$ cat config.mk
export PLATFORM = sky130hd
export DESIGN_NAME = isolated_pixel_counter
export DESIGN_NICKNAME = d
export VERILOG_FILES = /design/src/rtl/core/ipc_pkg.sv /design/src/rtl/core/isolated_pixel_counter.sv
export VERILOG_INCLUDE_DIRS = /design/src /design/src/rtl/core
export SDC_FILE = /design/constraint.sdc
export NUM_CORES = 2
export LEC_CHECK = 0
export BUFFER_PORTS_ARGS = -buffer_cell sky130_fd_sc_hd__buf_2
export CAP_MARGIN = 25
export CORE_ASPECT_RATIO = 0.75
export CORE_MARGIN = 2
export CORE_UTILIZATION = 35
export DETAILED_ROUTE_END_ITERATION = 8
export PLACE_DENSITY = 0.6
export SYNTH_ARGS = -nofsm -noshare
export SYNTH_HDL_FRONTEND = slang
export SYNTH_SLANG_ARGS = --single-unit
$ cat constraint.sdc
create_clock -name clk -period 30.5 [get_ports clk]
set_input_delay 1.525 -clock clk [delete_from_list [all_inputs] [get_ports clk]]
set_output_delay 1.525 -clock clk [all_outputs]
set_load 0.01 [all_outputs]
$ cat src/rtl/core/assert_macros.svh
// Assertion helpers used by the RTL. Each macro expects clk and rst_n in scope.
`ifndef ASSERT_MACROS_SVH
`define ASSERT_MACROS_SVH

// Property checked on every rising edge outside reset.
`define ASSERT_ALWAYS(label, prop, msg) \
    label: assert property (@(posedge clk) disable iff (!rst_n) (prop)) else $error(msg);

// Implication checked on every rising edge outside reset.
`define ASSERT_IMPLIES(label, cond, prop, msg) \
    label: assert property (@(posedge clk) disable iff (!rst_n) (cond) |-> (prop)) \
        else $error(msg);

// Consequence checked in the cycle after the condition.
`define ASSERT_NEXT(label, cond, prop, msg) \
    label: assert property (@(posedge clk) disable iff (!rst_n) (cond) |=> (prop)) \
        else $error(msg);

`endif

$ cat src/rtl/core/ipc_pkg.sv
`default_nettype none

package ipc_pkg;

    localparam logic [7:0] STAR_CHAR = 8'd42;
    localparam logic [7:0] DOT_CHAR  = 8'd46;

    typedef logic [1:0] pix_class_t;

    localparam pix_class_t CLS_OTHER = 2'd0;
    localparam pix_class_t CLS_DOT   = 2'd1;
    localparam pix_class_t CLS_STAR  = 2'd2;

    localparam int FRAME_WIDTH_W  = 11;
    localparam int FRAME_HEIGHT_W = 13;
    localparam int ROW_W          = 12;
    localparam int COUNT_W        = 23;
    localparam int MAX_HEIGHT     = 4096;

    localparam logic [COUNT_W-1:0] COUNT_MAX = {COUNT_W{1'b1}};

    typedef logic [0:0] reg_index_t;

    localparam reg_index_t REG_FRAME_WIDTH  = 1'd0;
    localparam reg_index_t REG_FRAME_HEIGHT = 1'd1;

    // 3x3 window of classes; cell (row, col) sits at bits 2*(3*row+col).
    typedef logic [17:0] window_t;

    // Per-pixel decision inputs. rv/cv mark which of the frame rows r-2..r+1 and
    // columns c-2..c+1 lie inside the frame.
    typedef struct packed {
        logic       last_col;
        logic       last_row;
        logic [3:0] rv;
        logic [3:0] cv;
    } pix_flags_t;

    localparam int ROW_STEP [8] = '{-1, -1, 0, 1, 1,  1,  0, -1};
    localparam int COL_STEP [8] = '{ 0,  1, 1, 1, 0, -1, -1, -1};

    function automatic pix_class_t classify(logic [7:0] ch);
        pix_class_t cls;
        if (ch == DOT_CHAR)
            cls = CLS_DOT;
        else if (ch == STAR_CHAR)
            cls = CLS_STAR;
        else
            cls = CLS_OTHER;
        return cls;
    endfunction

    function automatic pix_class_t cell_of(window_t win, int row, int col);
        return win[2*(3*row+col) +: 2];
    endfunction

    // Centre at window cell (r0, c0). Grid row/col 3 lies beyond the window, so an
    // in-frame neighbour there means the centre cannot be decided as isolated.
    function automatic logic decide_centre(window_t win, logic [3:0] rv, logic [3:0] cv,
                                           int r0, int c0);
        logic ok;
        int   rr;
        int   cc;
        ok = rv[r0] && cv[c0] && (cell_of(win, r0, c0) == CLS_STAR);
        for (int k = 0; k < 8; k++)
        begin
            rr = r0 + ROW_STEP[k];
            cc = c0 + COL_STEP[k];
            if (rv[rr] && cv[cc])
            begin
                if (rr > 2 || cc > 2)
                    ok = 1'b0;
                else if (cell_of(win, rr, cc) != CLS_DOT)
                    ok = 1'b0;
            end
        end
        return ok;
    endfunction

endpackage

`default_nettype wire

$ cat src/rtl/core/isolated_pixel_counter.sv
// Counts isolated star pixels ('*' whose in-frame 8-neighbours are all '.') in a
// raster frame of characters, one pixel per beat. Frame width and height come from
// the configuration port and may be written whenever no pixel is in flight. One
// pixel is accepted every clock unless the sweep or a stalled count blocks it; a
// frame's count is registered for the master side as its last pixel leaves the
// processing register, and the next frame may stream in meanwhile. After reset the
// line store is swept to zero, one column per cycle, so s_tready stays low until
// all MAX_WIDTH columns are clear. The store's read is registered; a stalled count
// blocks input only when the next frame's last pixel is ready to be processed.
`default_nettype none

module isolated_pixel_counter
    import ipc_pkg::*;
#(
    parameter int MAX_WIDTH = 1024
)
(
    input  wire logic        clk,
    input  wire logic        rst_n,
    input  wire logic        cfg_we,
    input  wire logic [0:0]  cfg_index,
    input  wire logic [12:0] cfg_data,
    input  wire logic        s_tvalid,
    output logic             s_tready,
    input  wire logic [7:0]  s_tdata,   // [7:0] pixel_char
    output logic             m_tvalid,
    input  wire logic        m_tready,
    output logic [23:0]      m_tdata    // [22:0] star_count, [23] zero
);

    `include "assert_macros.svh"

    localparam int CW = $clog2(MAX_WIDTH);
    localparam int WW = ($clog2(MAX_WIDTH + 1) > FRAME_WIDTH_W) ?
                        $clog2(MAX_WIDTH + 1) : FRAME_WIDTH_W;
    localparam int CX = WW + 2;
    localparam int RX = FRAME_HEIGHT_W + 1;

    // Configuration.
    logic [FRAME_WIDTH_W-1:0]  frame_width_reg;
    logic [FRAME_HEIGHT_W-1:0] frame_height_reg;

    always_ff @(posedge clk or negedge rst_n)
    begin
        if (!rst_n)
        begin
            frame_width_reg  <= FRAME_WIDTH_W'(1024);
            frame_height_reg <= FRAME_HEIGHT_W'(1);
        end
        else if (cfg_we)
        begin
            unique case (cfg_index)
                REG_FRAME_WIDTH:  frame_width_reg  <= cfg_data[FRAME_WIDTH_W-1:0];
                REG_FRAME_HEIGHT: frame_height_reg <= cfg_data;
                default: ;
            endcase
        end
    end

    logic [WW-1:0]             w_eff;
    logic [FRAME_HEIGHT_W-1:0] h_eff;

    always_comb
    begin
        if (frame_width_reg == '0)
            w_eff = WW'(1);
        else if (WW'(frame_width_reg) > WW'(MAX_WIDTH))
            w_eff = WW'(MAX_WIDTH);
        else
            w_eff = WW'(frame_width_reg);

        if (frame_height_reg == '0)
            h_eff = FRAME_HEIGHT_W'(1);
        else if (frame_height_reg > FRAME_HEIGHT_W'(MAX_HEIGHT))
            h_eff = FRAME_HEIGHT_W'(MAX_HEIGHT);
        else
            h_eff = frame_height_reg;
    end

    // Control state.
    logic                clr_active_reg;
    logic [CW-1:0]       clr_idx_reg;
    logic [CW-1:0]       col_reg;
    logic [CW-1:0]       col_next;
    logic [ROW_W-1:0]    row_reg;
    logic [ROW_W-1:0]    row_next;
    logic                s1_valid_reg;
    logic [CW-1:0]       s1_idx_reg;
    pix_class_t          s1_code_reg;
    pix_flags_t          s1_flags_reg;
    pix_flags_t          flags_next;
    logic [3:0]          rd_reg;
    logic                fwd_reg;
    logic [3:0]          fwd_data_reg;
    window_t             window_reg;
    window_t             window_next;
    logic [COUNT_W-1:0]  count_reg;
    logic [COUNT_W-1:0]  count_next;
    logic                out_valid_reg;
    logic [COUNT_W-1:0]  out_count_reg;

    logic accept;
    logic s1_emit;
    logic s1_advance;

    // Each entry holds {class two rows up, class one row up}.
    logic [3:0] line_mem [MAX_WIDTH];

    assign s1_emit    = s1_flags_reg.last_col && s1_flags_reg.last_row;
    assign s1_advance = s1_valid_reg && (!s1_emit || !out_valid_reg || m_tready);
    assign s_tready   = !clr_active_reg && (!s1_valid_reg || s1_advance);
    assign accept     = s_tvalid && s_tready;

    // Position decode for the incoming pixel.
    logic [CX-1:0] c_x;
    logic [CX-1:0] w_x;
    logic [RX-1:0] r_x;
    logic [RX-1:0] h_x;

    always_comb
    begin
        c_x = CX'(col_reg);
        w_x = CX'(w_eff);
        r_x = RX'(row_reg);
        h_x = RX'(h_eff);

        flags_next.last_col = c_x >= (w_x - CX'(1));
        flags_next.last_row = r_x >= (h_x - RX'(1));
        flags_next.rv[0] = (r_x >= RX'(2)) && (r_x < h_x + RX'(2));
        flags_next.rv[1] = (r_x >= RX'(1)) && (r_x < h_x + RX'(1));
        flags_next.rv[2] = r_x < h_x;
        flags_next.rv[3] = (r_x + RX'(1)) < h_x;
        flags_next.cv[0] = (c_x >= CX'(2)) && (c_x < w_x + CX'(2));
        flags_next.cv[1] = (c_x >= CX'(1)) && (c_x < w_x + CX'(1));
        flags_next.cv[2] = c_x < w_x;
        flags_next.cv[3] = (c_x + CX'(1)) < w_x;

        if (flags_next.last_col && flags_next.last_row)
        begin
            col_next = '0;
            row_next = '0;
        end
        else if (flags_next.last_col)
        begin
            col_next = '0;
            row_next = row_reg + ROW_W'(1);
        end
        else
        begin
            col_next = col_reg + CW'(1);
            row_next = row_reg;
        end
    end

    // Line store values for the pixel in the processing register. A write landing
    // on the address read in the same cycle is bypassed.
    pix_class_t up_eff;
    pix_class_t mid_eff;

    assign up_eff  = fwd_reg ? fwd_data_reg[3:2] : rd_reg[3:2];
    assign mid_eff = fwd_reg ? fwd_data_reg[1:0] : rd_reg[1:0];

    logic [2:0]       add;
    logic [COUNT_W:0] sum;

    always_comb
    begin
        window_next = window_reg;
        for (int wr = 0; wr < 3; wr++)
        begin
            window_next[6*wr +: 2]     = window_reg[6*wr + 2 +: 2];
            window_next[6*wr + 2 +: 2] = window_reg[6*wr + 4 +: 2];
        end
        window_next[4 +: 2]  = up_eff;
        window_next[10 +: 2] = mid_eff;
        window_next[16 +: 2] = s1_code_reg;

        add = 3'(decide_centre(window_next, s1_flags_reg.rv, s1_flags_reg.cv, 1, 1))
            + 3'(s1_flags_reg.last_col &&
                 decide_centre(window_next, s1_flags_reg.rv, s1_flags_reg.cv, 1, 2))
            + 3'(s1_flags_reg.last_row &&
                 decide_centre(window_next, s1_flags_reg.rv, s1_flags_reg.cv, 2, 1))
            + 3'(s1_emit &&
                 decide_centre(window_next, s1_flags_reg.rv, s1_flags_reg.cv, 2, 2));

        sum = {1'b0, count_reg} + (COUNT_W+1)'(add);
        if (sum > (COUNT_W+1)'(COUNT_MAX))
            count_next = COUNT_MAX;
        else
            count_next = sum[COUNT_W-1:0];
    end

    // Line store: sweep after reset, then one read on accept and one write as the
    // pixel leaves the processing register.
    always_ff @(posedge clk)
    begin
        if (clr_active_reg)
            line_mem[clr_idx_reg] <= '0;
        else if (s1_advance)
            line_mem[s1_idx_reg] <= {mid_eff, s1_code_reg};

        if (accept)
        begin
            rd_reg       <= line_mem[col_reg];
            fwd_data_reg <= {mid_eff, s1_code_reg};
        end
    end

    always_ff @(posedge clk or negedge rst_n)
    begin
        if (!rst_n)
        begin
            clr_active_reg <= 1'b1;
            clr_idx_reg    <= '0;
        end
        else if (clr_active_reg)
        begin
            if (clr_idx_reg == CW'(MAX_WIDTH - 1))
                clr_active_reg <= 1'b0;
            else
                clr_idx_reg <= clr_idx_reg + CW'(1);
        end
    end

    always_ff @(posedge clk or negedge rst_n)
    begin
        if (!rst_n)
        begin
            col_reg      <= '0;
            row_reg      <= '0;
            s1_valid_reg <= 1'b0;
            s1_idx_reg   <= '0;
            s1_code_reg  <= CLS_OTHER;
            s1_flags_reg <= '0;
            fwd_reg      <= 1'b0;
        end
        else if (accept)
        begin
            col_reg      <= col_next;
            row_reg      <= row_next;
            s1_valid_reg <= 1'b1;
            s1_idx_reg   <= col_reg;
            s1_code_reg  <= classify(s_tdata);
            s1_flags_reg <= flags_next;
            fwd_reg      <= s1_advance && (s1_idx_reg == col_reg);
        end
        else if (s1_advance)
        begin
            s1_valid_reg <= 1'b0;
        end
    end

    always_ff @(posedge clk or negedge rst_n)
    begin
        if (!rst_n)
        begin
            window_reg <= '0;
            count_reg  <= '0;
        end
        else if (s1_advance)
        begin
            window_reg <= window_next;
            count_reg  <= s1_emit ? '0 : count_next;
        end
    end

    always_ff @(posedge clk or negedge rst_n)
    begin
        if (!rst_n)
            out_valid_reg <= 1'b0;
        else if (s1_advance && s1_emit)
            out_valid_reg <= 1'b1;
        else if (m_tready)
            out_valid_reg <= 1'b0;
    end

    always_ff @(posedge clk)
    begin
        if (s1_advance && s1_emit)
            out_count_reg <= count_next;
    end

    assign m_tvalid = out_valid_reg;
    assign m_tdata  = {1'b0, out_count_reg};

    `ASSERT_IMPLIES(a_no_accept_in_clear, clr_active_reg, !s_tready,
                    "pixel accepted during line store sweep")
    `ASSERT_IMPLIES(a_stall_blocks_input, s1_valid_reg && !s1_advance, !accept,
                    "pixel accepted while processing register is stalled")
    `ASSERT_NEXT(a_count_cleared, s1_advance && s1_emit, count_reg == '0,
                 "running count not cleared after frame end")
    `ASSERT_ALWAYS(a_col_in_range, col_reg <= CW'(MAX_WIDTH - 1),
                   "column position beyond line store depth")
    `ASSERT_IMPLIES(a_result_from_frame_end, $rose(out_valid_reg),
                    $past(s1_advance && s1_emit),
                    "count presented without a frame end")

endmodule

`default_nettype wire
* Word-level counts from Yosys, hierarchy flattened
Memories as Yosys holds them, arrays and structs flattened. A register that Yosys moved wholly into a read port is not among the register bits.
Index checks and enable logic that the tools add are counted.
** Word-level totals
- Bits in registers :: 150
- Bits in writable memories :: 4096
- Output and inout bits :: 26
- Memories kept :: 1
- Word-level logic and storage cells :: 203
** Memory list
- line_mem :: depth 1024, bits a word 4, rd ports 1, clocked after memory_dff 1, wr ports 1, line isolated_pixel_counter.sv:107 : logic [3:0] line_mem [MAX_WIDTH];
** Operators by class
- Magnitude comparators :: 17
- Equality and inequality tests :: 17
- $add $sub $neg :: 15
- Reduce and logical (&&, ||, !) cells :: 51
- Muxes and demuxes :: 81
- Bitwise operators :: 2
** Operator list (number)
- two-way mux 1 bit :: 65
- two-way mux 23 bit :: 2
- logical AND 1 bit :: 34
- two-way mux 10 bit :: 3
- < comparator 12 x 14 -> 1 bit :: 2
- two-way mux 13 bit :: 2
- adder 23 x 3 -> 24 bit :: 1
- > comparator 24 x 23 -> 1 bit, second input constant :: 1
- < comparator 10 x 12 -> 1 bit :: 2
- two-way mux 12 bit :: 2
- two-way mux 11 bit :: 2
- adder 10 x 1 -> 10 bit, second input constant :: 2
- inequality test 2 x 1 -> 1 bit, second input constant :: 9
- equality test 8 x 6 -> 1 bit, second input constant :: 2
- adder 13 x 1 -> 14 bit, second input constant :: 1
- adder 13 x 2 -> 14 bit, second input constant :: 1
- >= comparator 12 x 14 -> 1 bit :: 1
- subtractor 13 x 1 -> 14 bit, second input constant :: 1
- adder 12 x 1 -> 13 bit, second input constant :: 1
- >= comparator 10 x 13 -> 1 bit :: 1
- > comparator 13 bit, second input constant :: 1
- logical NOT 13 bit :: 1
- < comparator 12 x 13 -> 1 bit :: 1
- < comparator 13 bit :: 1
- other kinds (27) :: 44

* Logic depth before layout (Yosys ltp)
- Depth after elaboration :: 25
- Gate-level depth with buffers :: 21
- Gate-level depth less buffers :: 19

* Worst setup path before layout
OpenSTA, ideal clock, no wires.
- Path type :: input port to flip-flop
- From :: in m_tready
- To :: mem line_mem[0][0] (data pin)
- Arrival :: 25997 ps
- Stages :: 7
- Buffers on the path :: 3
- Library setup time :: 4946 ps
- Setup slack :: -443 ps
- Path through :: nand2b_1 -> o21ai_0 -> or2_2 -> clkbuf_1 -> buf_2 -> buf_2 -> nor2_1
** On the way
- Cells in the longest elaborated chain, start to end :: 7
** RTL lines
- from (decl) :: line isolated_pixel_counter.sv:27 : input wire logic m_tready,
- logical OR 1 bit :: line isolated_pixel_counter.sv:110 : assign s1_advance = s1_valid_reg && (!s1_emit || !out_valid_reg || m_tready);
- logical AND 1 bit :: line isolated_pixel_counter.sv:110
- two-way mux 1 bit :: line isolated_pixel_counter.sv:199 : else if (s1_advance)
- two-way mux 1 bit :: line isolated_pixel_counter.sv:197 : if (clr_active_reg)
- two-way mux 1 bit (not written as such) :: line isolated_pixel_counter.sv:200 : line_mem[s1_idx_reg] <= {mid_eff, s1_code_reg};
- OR reduction 4 bit (no source line)
- two-way mux 4 bit (no source line)
- to (decl) :: line isolated_pixel_counter.sv:107
No other way between the ends.

==> impl_metrics.tcl <==
set metrics [dict create \
    die_area_mm2 0.495 \
    setup.worst_path.end_class "flop" \
    ctsResizeCount 0 \
    drive_gt1_share_pct 21.4 \
    synth_enable_flop_cells 4127 \
    viasPerCell 5.85 \
    drt_pass1_iterations 6 \
    grt_start_max_net_pins 241 \
    cts.repair_timing.setup_buffer_count 0 \
    cts_made_buffers 387 \
    synth_warnings 0 \
    grt_antenna_before_repair 63 \
    synth.net_count 9163 \
    grt_pass1_wl_mm 716 \
    vias 93200 \
    floorplan.die.width_um 812 \
    layout_worst_path_cycle_share_pct 26.1 \
    grt.met2_usage_pct 28.7 \
    worst_path_max_delay_cell "sky130_fd_sc_hd__o22ai_1" \
    initialDrtViolationCount 15300 \
    timing.final.max_slew_violations 0 \
    groute.layer.met3.usage_pct 7.44 \
    layout-area-overhead-vs-synth_pct 12.4 \
    final_cell_mix "4127 x sky130_fd_sc_hd__edfxtp_1, 1112 x sky130_fd_sc_hd__nor2_1, 1018 x sky130_fd_sc_hd__mux4_2" \
    final_cells 15900 \
    cts-hold-fix-buffers 0 \
    die_h_um 610 \
    routabilityCongestion 0.873 \
    cts_root_buf "sky130_fd_sc_hd__clkbuf_16" \
    busiest_layer_in_global_routing "met1" \
    post_synth.cell_area_avg_um2 19.0 \
    clkTransAtPathRegs_ns 0.07 \
    hp-class "flop to flop" \
    post-route-drc-count 0 \
    cp.arrival_ns 8.63 \
    worstMarginPinSlew_ns 1.33 \
    timing.critical_path.cells "buf_4, buf_12, buf_4, buf_12, buf_4, mux4_2, a22o_1, a221oi_1, o22ai_1, o21ai_0, o21ai_0, clkbuf_4, o22ai_1, a221oi_1" \
    antenna_viol_nets_final 0 \
    clock_tree_from_tritoncts "done" \
    buffer_ports.inserted 51 \
    hpwl_mm 310 \
    routed_wire_length_per_instance_um 32.2 \
    cts_buffer_depth 4 \
    via_count_of_the_first_global_routing_pass 90500 \
    netlist-cell-type-count 75 \
    cts.sinks 4244 \
    critPathMostFrequentCell "sky130_fd_sc_hd__buf_4" \
    ys.flop_type "sky130_fd_sc_hd__edfxtp_1" \
    cts_htree_levels 5 \
    achievable-frequency_mhz 125 \
    outcome "complete, no violations" \
    timing.critical_path.fanout_max 114 \
    fin_skew_ns 0.0855 \
    leakage_nw 60.1 \
    starting_density_of_the_core_pct 35.1 \
    placedCellCount 15200 \
    report.final.hold_viol_count 0 \
    postSynth.asyncResetShare_pct 2.76 \
    power_density_relative_to_cell_area_mw_per_mm2 82.9 \
    clk_latency_ns 0.97 \
    synth_instances 9006 \
    cell_area_synth_mm2 0.171 \
    timing.critical_path.slowest_cell_delay_ns 0.90 \
    critPathLaunchType "flop" \
    globalRoute.totalOverflow 0 \
    layout.filler_cells 43100 \
    rsz0062_at_grt "no" \
    grt_util_met1_pct 29.4 \
    core-area_mm2 0.487 \
    drt-total-wl_mm 513 \
    std_cell_rows 222 \
    globalRouteTotalUtil_pct 20.2 \
    sequential_area_share_after_synthesis_pct 74.1 \
    final_min_period_ns 7.97 \
    crit_required_ns 31.16 \
    ir_drop_mv 0.0766 \
    report.power.total_mw 16.0 \
    setup_violations 0 \
    slew_headroom_pct 11.3 \
    synth_seq_cells 4244 \
    max-cap-violations 0 \
    io_pins 53 \
    final_nets 9260 \
    layout_commonest_cell "sky130_fd_sc_hd__edfxtp_1" \
    largest_register_ff_count 4096 \
    timing_worst_setup_path_type "flop to flop" \
]
## power by group
part           total [mW]  internal [mW]  switching, mW
clock                4.97           2.76           2.21
sequential           6.75           6.64          0.113
combinational        4.23           1.54           2.69
## synth_stat cells (85+ instances only)
cell,n,share of area (%)
sky130_fd_sc_hd__edfxtp_1,4127,72
sky130_fd_sc_hd__nor2_1,1119,2.5
sky130_fd_sc_hd__nand2_1,280,0.61
sky130_fd_sc_hd__a22o_1,99,0.51
sky130_fd_sc_hd__mux2i_1,214,1.3
sky130_fd_sc_hd__buf_2,119,0.35
sky130_fd_sc_hd__ha_1,127,0.93
sky130_fd_sc_hd__o21ai_0,115,0.34
sky130_fd_sc_hd__nand3_1,85,0.25
sky130_fd_sc_hd__clkbuf_1,368,0.81
sky130_fd_sc_hd__mux4_2,1018,13
sky130_fd_sc_hd__a22oi_1,114,0.50
sky130_fd_sc_hd__dfrtp_1,114,1.7
sky130_fd_sc_hd__a21oi_1,115,0.34
## critical path: cells and delay by family (launching register included)
| kind | cells | cell delay, ns |
|---|---|---|
| buffers and inverters | 6 | 3.25 |
| AO/OA/AOI/OAI | 7 | 2.94 |
| flip-flops | 1 | 0.83 |
| multiplexers | 1 | 0.40 |
## layer usage
layer / vias to the layer above / wire length [um]
li1: 36700 / -
met1: 49300 / 205000
met2: 6475 / 220000
met3: 738 / 75600
met4: 24 / 12700
met5: - / 154
## area by class of cell
| type | count | area [um2] | area share, % |
|---|---|---|---|
| sequential | 4244 | 127000 | 65.9 |
| multi-input combinational | 4093 | 41700 | 21.7 |
| clock buffer | 460 | 10100 | 5.23 |
| tap | 6496 | 8130 | 4.22 |
| timing repair buffer | 326 | 2950 | 1.53 |
| clock inverter | 241 | 2500 | 1.30 |
| inverter | 51 | 191 | 0.0994 |
| antenna | 29 | 72.6 | 0.0377 |
## logic make-up (layout without fill, tap and decap cells)
| logic type | count (synthesis) | in the layout | synth area share [%] |
|---|---|---|---|
| AOI/OAI and AO/OA | 833 | 833 | 3.43 |
| muxes | 1270 | 1270 | 14.9 |
| DFF | 4244 | 4244 | 74.1 |
| adders and majority gates | 130 | 130 | 0.963 |
| other | 1 | 30 | 0.00219 |
| xor gates and xnor gates | 95 | 95 | 0.486 |
| and+or+nand+nor | 1764 | 1764 | 4.33 |
| buffers and inverters | 669 | 1078 | 1.82 |
## path summary, 6_finish.rpt
| path | start | endpoint | slack, ns | cells past startpoint |
|---|---|---|---|---|
| max | col_reg[1] | rd_reg[1] | 22.53 | 14 |
| min | window_reg[2] | window_reg[2] | 0.48 | 2 |
| max reg2reg | col_reg[1] | rd_reg[1] | 22.53 | 14 |
| min reg2reg | window_reg[2] | window_reg[2] | 0.48 | 2 |
| max in group asynchronous | rst_n | col_reg[1] | 28.50 | 2 |
| min in group asynchronous | rst_n | count_reg[22] | 0.53 | 1 |
## through the flow
step	util [%]	setup TNS [ns]	setup WS, ns	cell area, um2	hold WS [ns]
CTS	39.4	0	22.42	192000	0.486
finish	39.5	0	22.53	192000	0.483
global placement	36.7	0	22.43	179000	0.462
floorplan	-	-1361.78	-0.443	171000	0.440
detailed placement	36.8	0	22.39	179000	0.471
global route	39.5	0	22.23	192000	0.517
No activity file was read; power rests on OpenSTA's default activity.
